[src/sv/pnf_pkg.sv]
// Shared constants and types of the fractal Perlin noise core.
package pnf_pkg;

    localparam int TABLE_SIZE  = 256;
    localparam int TBL_AW      = $clog2(TABLE_SIZE);
    localparam int FRAC_BITS   = 16;
    localparam int MAX_OCTAVES = 16;
    localparam int OCT_W       = $clog2(MAX_OCTAVES + 1);
    localparam int ASUM_W      = 16 + OCT_W;
    localparam int DIVR_W      = ASUM_W + 1;
    localparam int TOT_W       = 48;

    localparam logic       OP_LOAD = 1'b0;
    localparam logic       OP_EVAL = 1'b1;

    localparam logic [1:0] CFG_DIMENSIONS   = 2'd0;
    localparam logic [1:0] CFG_OCTAVE_COUNT = 2'd1;
    localparam logic [1:0] CFG_PERSISTENCE  = 2'd2;
    localparam logic [1:0] CFG_LACUNARITY   = 2'd3;

    typedef logic signed [32:0] mul_op_t;
    typedef logic signed [63:0] mul_prod_t;
    typedef logic [TBL_AW-1:0]  tbl_addr_t;

endpackage

[src/sv/pnf_table.sv]
// Permutation table memory with one write port and one registered read port.
module pnf_table (
    input  logic               aclk,
    input  logic               wr_en,
    input  pnf_pkg::tbl_addr_t wr_addr,
    input  logic [7:0]         wr_data,
    input  pnf_pkg::tbl_addr_t rd_addr,
    output logic [7:0]         rd_data
);
    import pnf_pkg::*;

    logic [7:0] mem [TABLE_SIZE];

    always_ff @(posedge aclk) begin
        if (wr_en) begin
            mem[wr_addr] <= wr_data;
        end
        rd_data <= mem[rd_addr];
    end

endmodule

[config.mk]
export PLATFORM = sky130hd
export DESIGN_NAME = pnf_table
export DESIGN_NICKNAME = d
export VERILOG_FILES = /design/src/sv/pnf_pkg.sv /design/src/sv/pnf_table.sv
export SDC_FILE = /design/constraint.sdc
export NUM_CORES = 2
export LEC_CHECK = 0
export BUFFER_PORTS_ARGS = -buffer_cell sky130_fd_sc_hd__buf_2
export CORE_MARGIN = 1
export CORE_UTILIZATION = 45
export CTS_BUF_LIST = sky130_fd_sc_hd__clkbuf_8
export DETAILED_ROUTE_END_ITERATION = 10
export SLEW_MARGIN = 20
export SYNTH_ARGS = -nofsm -noshare
export SYNTH_HDL_FRONTEND = slang
export SYNTH_SLANG_ARGS = --single-unit
[constraint.sdc]
create_clock -name aclk -period 2.2 [get_ports aclk]
set_clock_uncertainty 0.2 [all_clocks]
set_input_delay 0.22 -clock aclk [delete_from_list [all_inputs] [get_ports aclk]]
set_output_delay 0.22 -clock aclk [all_outputs]
set_load 0.05 [all_outputs]
## After elaboration in Yosys (flattened, before gate mapping)

Memories as Yosys holds them, arrays and structs flattened. A register that Yosys moved wholly into a read port is not among the register bits.
Index checks and enable logic that the tools add are counted.

| storage, ports and cells | value |
|---|---|
| latch bits | 0 |
| bits of input ports | 26 |
| bits in read-only memories | 0 |
| memories | 1 |
| logic and storage cells | 3 |
| register bits | 0 |
| bits in writable memories | 2048 |

Memory list:

| memory | depth | bits a word | read ports | clocked after memory_dff | write ports | line | RTL |
|---|---|---|---|---|---|---|---|
| mem | 256 | 8 | 1 | 1 | 1 | pnf_table.sv:12 | `logic [7:0] mem [TABLE_SIZE];` |

| cells by class | value |
|---|---|
| bitwise gates (word level) | 0 |
| shift-type cells | 0 |
| eq/ne operators | 0 |
| reduce and logical (&&, ||, !) cells | 0 |
| $add $sub $neg | 0 |
| div/mod/pow operators | 0 |
| multiplexer cells | 2 |
| $mul | 0 |
| order comparisons | 0 |

Operator list:

| kind | count |
|---|---|
| $mux 1 | 2 |

## Depth between registers and ports, before layout

| depth | value |
|---|---|
| depth after elaboration | 2 |
| depth in mapped cells | 11 |
| depth with buffers taken out | 6 |

## Worst setup path before layout

No wires, ideal clock.

| timing path | value |
|---|---|
| path type | input to register |
| start | in rd_addr[0] |
| end | reg rd_data[2] (read register of mem) |
| data arrival time | 2027 ps |
| path slack | -158 ps |
| cell stages on the path | 9 |
| required time | 1869 ps |
| setup time | 131 ps |
| cells stage by stage | buf_6 buf_12 buf_8 buf_2 mux4_2 a22oi_1 a21oi_1 nor4_1 nor4_2 |

RTL lines:

| what | line | RTL |
|---|---|---|
| start, declared | pnf_table.sv:7 | `input pnf_pkg::tbl_addr_t rd_addr,` |
| end, declared | pnf_table.sv:8 | `output logic [7:0] rd_data` |

==> impl_metrics.toml <==
[setup_path]
reg2reg_from = "mem[86][4]$_DFFE_PP_"
r2r_setup_slack_ps = -370
startpoint_type = "flip-flop"
crit_type = "reg2reg"
critPathRequiredTime_ps = 2900
worstRegToRegCells = 6
cp_max_fo = 1
crit_arrival_ps = 3270
critPathCaptureType = "flip-flop"
reg2reg_to = "rd_data[4]$_DFF_P_"

[route]
drc = 0
vias_per_cell = 5.766
final_antenna_net_count = 0
drt-initial-drc-count = 4385
via_count = 41770
dr.pass1.iters = 5
drt_wl_total_um = 206000
wl_per_cell_um = 28.44

[yosys]
synth.distinct_cells = 55
synth_seq_cells = 2056
synth_area_leaders = "edfxtp_1 (77%), mux4_2 (13%), mux2i_1 (1.7%), nor2_1 (1.3%), a22oi_1 (1.3%)"
netlist_instances = 3733
ys_seq_area_frac = 0.7750
yosys.area.top_type = "edfxtp_1"
syn_nets = 3759
yosysWarnings = 0
synthArstFlopShare = 0
synth_top_area_share = 0.7730
syn_area_um2 = 79560
synth_edf_count = 2048
ys.flop_type = "edfxtp_1"
avgSynthCellArea_um2 = 21.31

[timing]
tightestPinTransition_ps = 856.3
rsz0062_at_grt = "yes"
whs_ps = 103.2
setup_viol = 17
maxClockFrequency_mhz = 389.0
period_share = 1.169
slew_headroom = 0.4292
fin_ws_ps = -370.9
report.final.slew_viol_count = 0
hold_violations = 0
finalCriticalPeriod_ps = 2571

[run_status]
outcome = "finished with violations"
violations = "setup timing"

[clocking]
clock_latency_ps = 1080
post_cts_buffers = 0
clk_path_buf_depth = 4
numCtsBuffers = 346
htreeDepth = 5
clock_sinks = 2056
cts-root-buf = "clkbuf_8"
cts_tree = "yes"
clk_pin_slew_worst_paths_ps = 60

[place]
hpwlAfterDp_um = 132400
portBuffers = 33
dpl_worst_slack_ps = -1361
gp_congestion = 0.8295

[power_and_ir_drop]
power_density_nw_per_um2 = 826.1
peakVddDrop_mv = 0.7898
power_uw = 78620
cellLeakagePower_uw = 0.03146

[final_layout]
area_delta_synth_final_pct = 19.61
layout.nets = 4690
drive_above_1_share = 0.3526

[global_routing]
antenna_found_initial = 9
grt_max_degree = 146
grt_util_all_layers = 0.2318
grt_pass1_vias = 42790
grt_first_pass_wirelength_um = 298500
grt_overflow_total = 0

[die]
rows = 153
ioPinCount = 34
core-area_um2 = 174800
initial_utilization = 0.4552
dieArea_um2 = 178500
die_w_um = 422.5
die_h_um = 422.5

[hold_path]
holdCritStartpoint = "wr_data[3]"
min_to = "mem[117][3]$_DFFE_PP_"
hold_path_depth = 3
hp-class = "in2reg"

[job]
maxCapViolations = 0
[cell usage after synthesis (24+ instances only)]
master and number:
mux4_2 454, mux2i_1 134, edfxtp_1 2048, a21oi_1 96
buf_2 31, o22ai_1 28, o221ai_1 46, buf_4 27
clkbuf_1 111, nor4_1 24, nand2_1 33, nor2b_1 31
nand3_1 34, nor2_1 282, a22oi_1 133
[repair_timing]
action / in CTS / in global routing
pin swaps: 21 / 22
hold buffers: 36 / 6
endpoints found under the setup margin: 16 / 43
hold endpoints to repair: 4083 / 491
resized for setup: 65 / 27
[stage by stage]
stage	utilization	TNS [ps]	instances	instance area, um^2
after floorplan	-	-19490	3733	79870
after global placement	0.5050	-10370	6603	88260
after detailed placement	0.5050	-9460	6604	88270
after CTS	0.5434	-3977	7234	94970
after global routing	0.5444	-4631	7242	95160
final	0.5445	-3403	7243	95160
[how the worst max path moves through the flow]
| stage | from | endpoint | slack, ps | cells past startpoint |
|---|---|---|---|---|
| 2_1_floorplan | rd_addr[0] | rd_data[0]$_DFF_P_ | -40 | 9 |
| 3_3_place_gp | rd_addr[0] | rd_data[2]$_DFF_P_ | -1860 | 10 |
| 3_5_place_dp | rd_addr[0] | rd_data[0]$_DFF_P_ | -1360 | 10 |
| 4_1_cts | mem[86][4]$_DFFE_PP_ | rd_data[4]$_DFF_P_ | -410 | 6 |
| 5_1_grt | mem[86][4]$_DFFE_PP_ | rd_data[4]$_DFF_P_ | -430 | 6 |
| 6_report | mem[86][4]$_DFFE_PP_ | rd_data[4]$_DFF_P_ | -370 | 6 |
[kinds of logic (layout without fill, tap and decap cells)]
family                 Yosys count  after routing  share of synthesized area
buffers and inverters          235           1414                    0.01831
flip-flops                    2056           2056                     0.7750
other                            0              6                          0
AND/OR/NAND/NOR                466            466                    0.02628
multiplexers                   591            591                     0.1462
AO/OA/AOI/OAI                  385            385                    0.03419
[critical path: stages, from the launching register on]
cell      delay (ps)
edfxtp_1         360
mux4_2           470
mux4_2           550
nor2b_4          170
nor4_4           410
buf_4            210
nor4_2            40
[per-layer routing]
layer  routed length, um  vias to the layer above  GRT usage
li1                    -                    17640          -
met1               85020                    22020     0.3240
met2              101200                     1757     0.3742
met3               14730                      351    0.04053
met4                5051                        0    0.06957
met5                   0                        -          0
[sequential cells by signal (all words and copies together), names as in the netlist]
name / cells
mem: 2048
rd_data: 8
[cell type report]
class                   count  area [um^2]
multi-input cells        1442        16950
well taps                2325         2909
repair buffers            816         7585
flip-flops and latches   2056        61670
clock inverters           245         1196
fillers                 13440        79620
clock buffers             351         4831
inverters                   2        7.507
diodes                      6        15.01
[cells in the final DEF (no fill, tap or decap), types with 8 or more instances in the layout]
cell,n
mux4_2,455
a221oi_1,11
clkinv_1,87
o221ai_1,46
nor4_2,8
nor4_4,8
nor2b_1,24
a21oi_1,93
clkinv_2,34
clkbuf_8,351
nand2_1,33
nand4_1,10
nor3_1,15
buf_2,13
buf_6,8
buf_4,646
o21ai_0,9
nor4_1,11
nor2_2,12
buf_8,10
mux2i_1,134
o211ai_1,10
dlygate4sd3_1,34
a22oi_1,128
o22ai_1,28
buf_12,104
nand3_1,29
a211oi_2,9
edfxtp_1,2048
nand2b_1,8
inv_1,108
nor2_1,264
[power breakdown]
part           internal (uW)  switching (uW)  leakage, uW
logic                   2010            2890      0.00950
registers              43200            95.0       0.0185
clock network          15600           14800      0.00348
Note: power is estimated with default switching activity, not from simulation.
