==> src/sv/pnf_pkg.sv <==
// Shared constants and types of the fractal Perlin noise core.
package pnf_pkg;

    localparam int TABLE_SIZE  = 256;
    localparam int TBL_AW      = $clog2(TABLE_SIZE);
    localparam int FRAC_BITS   = 16;
    localparam int MAX_OCTAVES = 16;
    localparam int OCT_W       = $clog2(MAX_OCTAVES + 1);
    localparam int ASUM_W      = 16 + OCT_W;
    localparam int DIVR_W      = ASUM_W + 1;
    localparam int TOT_W       = 48;

    localparam logic       OP_LOAD = 1'b0;
    localparam logic       OP_EVAL = 1'b1;

    localparam logic [1:0] CFG_DIMENSIONS   = 2'd0;
    localparam logic [1:0] CFG_OCTAVE_COUNT = 2'd1;
    localparam logic [1:0] CFG_PERSISTENCE  = 2'd2;
    localparam logic [1:0] CFG_LACUNARITY   = 2'd3;

    typedef logic signed [32:0] mul_op_t;
    typedef logic signed [63:0] mul_prod_t;
    typedef logic [TBL_AW-1:0]  tbl_addr_t;

endpackage

==> src/sv/pnf_div.sv <==
// Restoring unsigned divider that retires one quotient bit per cycle.
module pnf_div (
    input  logic                             aclk,
    input  logic                             aresetn,
    input  logic                             start,
    input  logic [pnf_pkg::TOT_W-1:0]        dividend,
    input  logic [pnf_pkg::DIVR_W-1:0]       divisor,
    output logic                             busy_reg,
    output logic                             done_reg,
    output logic [pnf_pkg::TOT_W-1:0]        quo_reg
);
    import pnf_pkg::*;

    localparam int CNT_W = $clog2(TOT_W);

    logic [DIVR_W-1:0] den_reg;
    logic [DIVR_W-1:0] rem_reg;
    logic [CNT_W-1:0]  cnt_reg;
    logic [DIVR_W:0]   trial;
    logic              ge;

    assign trial = {rem_reg, quo_reg[TOT_W-1]};
    assign ge    = trial >= {1'b0, den_reg};

    always_ff @(posedge aclk) begin
        if (!aresetn) begin
            busy_reg <= 1'b0;
            done_reg <= 1'b0;
            cnt_reg  <= '0;
        end else begin
            done_reg <= 1'b0;
            if (start) begin
                busy_reg <= 1'b1;
                cnt_reg  <= '0;
                rem_reg  <= '0;
                quo_reg  <= dividend;
                den_reg  <= divisor;
            end else if (busy_reg) begin
                rem_reg <= ge ? DIVR_W'(trial - {1'b0, den_reg}) : DIVR_W'(trial);
                quo_reg <= {quo_reg[TOT_W-2:0], ge};
                cnt_reg <= cnt_reg + 1'b1;
                if (cnt_reg == CNT_W'(TOT_W - 1)) begin
                    busy_reg <= 1'b0;
                    done_reg <= 1'b1;
                end
            end
        end
    end

    assert property (@(posedge aclk) disable iff (!aresetn)
        done_reg |-> !busy_reg)
        else $error("divider done while still busy");

    assert property (@(posedge aclk) disable iff (!aresetn)
        busy_reg && !start |=> $stable(den_reg))
        else $error("divisor changed during division");

    assert property (@(posedge aclk) disable iff (!aresetn)
        start |=> busy_reg && cnt_reg == '0)
        else $error("divider did not start");

endmodule

==> config.mk <==
export PLATFORM = sky130hd
export DESIGN_NAME = pnf_div
export DESIGN_NICKNAME = d
export VERILOG_FILES = /design/src/sv/pnf_pkg.sv /design/src/sv/pnf_div.sv
export SDC_FILE = /design/constraint.sdc
export NUM_CORES = 1
export LEC_CHECK = 0
export CORE_AREA = 2 2 118 120
export CTS_BUF_LIST = sky130_fd_sc_hd__clkbuf_8
export DETAILED_ROUTE_END_ITERATION = 8
export DIE_AREA = 0 0 120 122
export DONT_BUFFER_PORTS = 1
export GPL_TIMING_DRIVEN = 0
export PLACE_DENSITY = 0.63
export SLEW_MARGIN = 10
export SYNTH_ARGS = -nofsm -noshare
export SYNTH_HDL_FRONTEND = slang
export SYNTH_SLANG_ARGS = --single-unit
==> constraint.sdc <==
create_clock -name aclk -period 3.65 [get_ports aclk]
set_input_delay 0.5475 -clock aclk [delete_from_list [all_inputs] [get_ports aclk]]
set_output_delay 0.5475 -clock aclk [all_outputs]
set_load 0.01 [all_outputs]
; ---- Yosys cells after proc, flatten, opt, wreduce, memory -nomap -nowiden
; Cells that the tools add are included.
[word_totals]
in_bits = 73
elab_cells = 25
reg_bits = 100
output_inout_bits = 50
[op_classes]
muxes = 8
n_reduce_logical = 5
eq_ne = 1
magnitude_cmp = 1
bitwise = 2
n_addsub = 2
[op_table]
columns = op, n
row1 = 48-bit 2-to-1 mux, 2
row2 = 22-bit 2-to-1 mux, 2
row3 = 23-bit by 22-bit >= comparator with 1-bit output, 1
row4 = 22-bit subtractor, 1
row5 = "6-bit by 1-bit adder with 6-bit output, second input constant", 1
row6 = "6-bit equality test, second input constant", 1
row7 = 1-bit 2-to-1 mux, 4
row8 = 2-bit AND reduction, 2
row9 = 3-bit OR reduction, 1
row10 = 1-bit inverter, 2
row11 = 2-bit nonzero test, 1
row12 = 2-bit OR reduction, 1

; ---- Logic depth before layout (Yosys ltp)
[logic_depth]
depth_word = 4
depth_mapped = 13
mapped_depth_nobuf = 12

; ---- Least setup slack after synthesis
; No wires, ideal clock.
[synth_timing]
path_type = input-to-reg
start = input start
end = register quo_reg[0] in the netlist's numbering (enable)
path_buffers = 1
setup_slack_ps = 820
required_ps = 3216
stages = 2
setup_time_ps = 434
arrival_ps = 2396
path_cell_list = clkbuf_1 > o21a_1
[synth_via]
elab_chain_len = 2
[synth_rtl]
columns = item, line
row1 = "start, declared", pnf_div.sv:5  ; input logic start,
row2 = 2-bit nonzero test (no line), --
row3 = 2-bit AND reduction (no line), --
row4 = "end signal, assigned", pnf_div.sv:36  ; quo_reg <= dividend;
row5 = "end signal, assigned", pnf_div.sv:40  ; quo_reg <= {quo_reg[TOT_W-2:0], ge};
row6 = "end, declared", pnf_div.sv:10  ; output logic [pnf_pkg::TOT_W-1:0] quo_reg
; No other way between the ends.
; A chain may end at the register's enable or synchronous reset.

; ---- Final worst setup path
[layout_timing]
start = register quo_reg[47] in the netlist's numbering
end = register rem_reg[20], data pin
[layout_via]
elab_chain_len = 3
elab_cells_between_ends = 4
cone_classes = add/sub: 1 / order compare: 1 / mux: 2
[layout_rtl]
columns = item, line
row1 = 22-bit subtractor or 23-bit by 22-bit >= comparator with 1-bit output (tied branches), "pnf_div.sv:39, pnf_div.sv:23"
row2 = 22-bit 2-to-1 mux (*), pnf_div.sv:39  ; rem_reg <= ge ? DIVR_W'(trial - {1'b0, den_reg}) : DIVR_W'(trial);
row3 = 22-bit 2-to-1 mux (*), pnf_div.sv:38  ; end else if (busy_reg) begin
row4 = "end signal, assigned", pnf_div.sv:39
row5 = "end, declared", pnf_div.sv:17  ; logic [DIVR_W-1:0] rem_reg;
; Mark *: on every way between the ends. The rest lies on a longest branch, timed or not. The select of a mux whose other input is x is not followed.

==> flow_summary.toml <==
[status]
outcome = "finished clean"

[placement]
place.gp.congestion = 0.870
preCtsSetupSlack_ns = 0.633
placed_cell_area_um2 = 5490
io_buffers = 0
post-dp-hpwl_mm = 7.95

[pwr]
peakVddDrop_mv = 0.186
cellLeakagePower_nw = 2.17
power.density_nw_per_um2 = 486

[flow_run]
drv_cap = 0

[clock_tree]
cts-root-buf = "clkbuf_8"
ctsHtreeMaxLevel = 3
clk_pin_slew_worst_paths_ns = 0.11
cts_tree = "yes"
cts_buffer_depth = 2
clock_latency_ns = 0.39
post_cts_buffers = 0
ctsHoldBuffers = 0
cts_buffers = 9
cts_resized = 0
numClockSinks = 100

[final_layout]
fin_util = 0.421
final_common_cell = "edfxtp_1"
fillers = 1296
largest_reg_flops = 48
fin_nets = 514
design_area_um2 = 5690
layout_common_cells = "edfxtp_1, mux2_2, inv_1"
syn_to_final_growth_pct = 8.68
drive_above_1_share = 0.213

[critical_path]
crit_path_end_kind = "flop"
cp_max_fo = 4
critical_path_class = "flop to flop"
cp-start-kind = "flop"
crit_required_ns = 3.77
crit_arrival_ns = 3.16

[yosys]
ys_types = 53
postSynthAreaPerCell_um2 = 12.9
synth_edf_count = 92
synth_cells = 405
ys_ff_latch = 100
synth_flop_cell = "edfxtp_1"
yosysTopAreaCell = "edfxtp_1"
synthArstFlopShare = 0
yosysWarnings = 0
ys_seq_area_frac = 0.559
yosysTopAreaCellShare = 0.528
syn-num-nets = 502
synthTopCellsByArea = "edfxtp_1, mux2_2, ha_1"
syn_area_um2 = 5230

[floorplan]
die_h_um = 122
dieArea_um2 = 14600
die_w_um = 120
core-area_um2 = 13500
row_count = 43
io_pins = 123
initial_core_util = 0.387

[sta]
setup_viol = 0
timing.final.crit_share = 0.832
holdWs_ns = 0.247
drv_slew = 0
fin_skew_ns = 0.0114
slew_headroom = 0.230
rsz0062_at_grt = "false"
worstMarginPinSlew_ns = 1.16
fmax_mhz = 329
final.setup.worst_slack_ns = 0.613
period_needed_ns = 3.04
hold_violations = 0

[drt]
drt_iter0_drc = 90
wl_per_cell_um = 18.4
routed_wl_mm = 11.1
dr.pass1.iters = 7
routed_via_density = 5.26
ant_nets = 0
vias = 3170
drc = 0

[global_routing]
grt_pass1_wl_mm = 17.7
grt_pass1_vias = 3446
antenna_found_initial = 2
grt_overflow = 0
grt_max_degree = 42
gr-usage-all-layers = 0.160

[hold_path]
hold_class = "primary input to flop"
-- worst max-delay path: stages (launching register included) --
cell       delay [ns]
edfxtp_1         0.50
inv_1            0.10
ha_1             0.15
inv_1            0.05
fa_1             0.40
a21o_1           0.20
a21oi_1          0.26
o21ai_2          0.15
a2111oi_4        0.36
nor4_1           0.13
or3_1            0.31
nand3_1          0.08
a21oi_1          0.06
-- cell type report --
type / count / area [um^2] / share of cell area
flip-flops and latches: 100 / 2920 / 0.514
inverters: 28 / 105 / 0.0185
well taps: 180 / 225 / 0.0396
multi-input cells: 262 / 2120 / 0.372
clock buffers: 9 / 124 / 0.0218
plain buffers: 15 / 95.1 / 0.0167
diodes: 1 / 2.50 / 0.000440
repair buffers: 1 / 20.0 / 0.00352
clock inverters: 7 / 75.1 / 0.0132
-- metrics by stage --
stage,instances,setup TNS (ns),total power (W)
floorplan,405,0,0.00192
global placement,585,-7.13,0.00203
detailed placement,586,0,0.00204
CTS,602,0,0.00280
global route,602,0,0.00291
finish,603,0,0.00277
-- power by group --
part | leakage (nW) | total (W) | internal (W) | switching, W
Clock | 0.103 | 0.000750 | 0.000324 | 0.000427
Combinational | 1.12 | 0.000589 | 0.000266 | 0.000323
Sequential | 0.943 | 0.00143 | 0.00136 | 0.0000649
Total | 2.17 | 0.00277 | 0.00195 | 0.000815
-- cell usage after synthesis (3+ instances only) --
| library cell | n |
|---|---|
| nand2_1 | 19 |
| xor2_1 | 13 |
| inv_1 | 28 |
| a211oi_2 | 4 |
| nand4_1 | 6 |
| a21oi_1 | 22 |
| mux2_2 | 48 |
| clkbuf_1 | 9 |
| buf_2 | 3 |
| nand3_1 | 5 |
| edfxtp_1 | 92 |
| dfxtp_1 | 8 |
| ha_1 | 23 |
| nor4_1 | 3 |
| xnor2_1 | 10 |
| o21ai_0 | 7 |
| mux2i_1 | 17 |
| a31oi_1 | 4 |
| o21ai_1 | 3 |
| nor2_1 | 27 |
| a21o_1 | 12 |
| nor2_2 | 4 |
-- kinds of logic after synthesis --
family,count (synthesis),synth area share
multiplexers,65,0.136
buffers and inverters,43,0.0383
flip-flops,100,0.559
adder cells (fa/ha/maj),24,0.0588
AO/OA/AOI/OAI,72,0.0990
AND/OR/NAND/NOR,78,0.0710
XOR/XNOR,23,0.0385
-- final timing paths --
| path | startpoint | endpoint | slack (ns) | cells after the start |
|---|---|---|---|---|
| min reg2reg | cnt_reg[5] | cnt_reg[5] | 0.51 | 2 |
| max reg2reg | quo_reg[47] | rem_reg[20] | 0.61 | 12 |
| min | divisor[0] | den_reg[0] | 0.25 | 0 |
| max | quo_reg[47] | rem_reg[20] | 0.61 | 12 |
-- per-layer routing --
| layer | routed length (um) | global-route usage | vias to the layer above |
|---|---|---|---|
| met2 | 5380 | 0.265 | 113 |
| met5 | 15 | 0 | - |
| met1 | 4520 | 0.181 | 1524 |
| met4 | 197 | 0.0669 | 2 |
| li1 | - | - | 1518 |
| met3 | 973 | 0.0669 | 13 |
No activity file was read; power rests on OpenSTA's default activity.
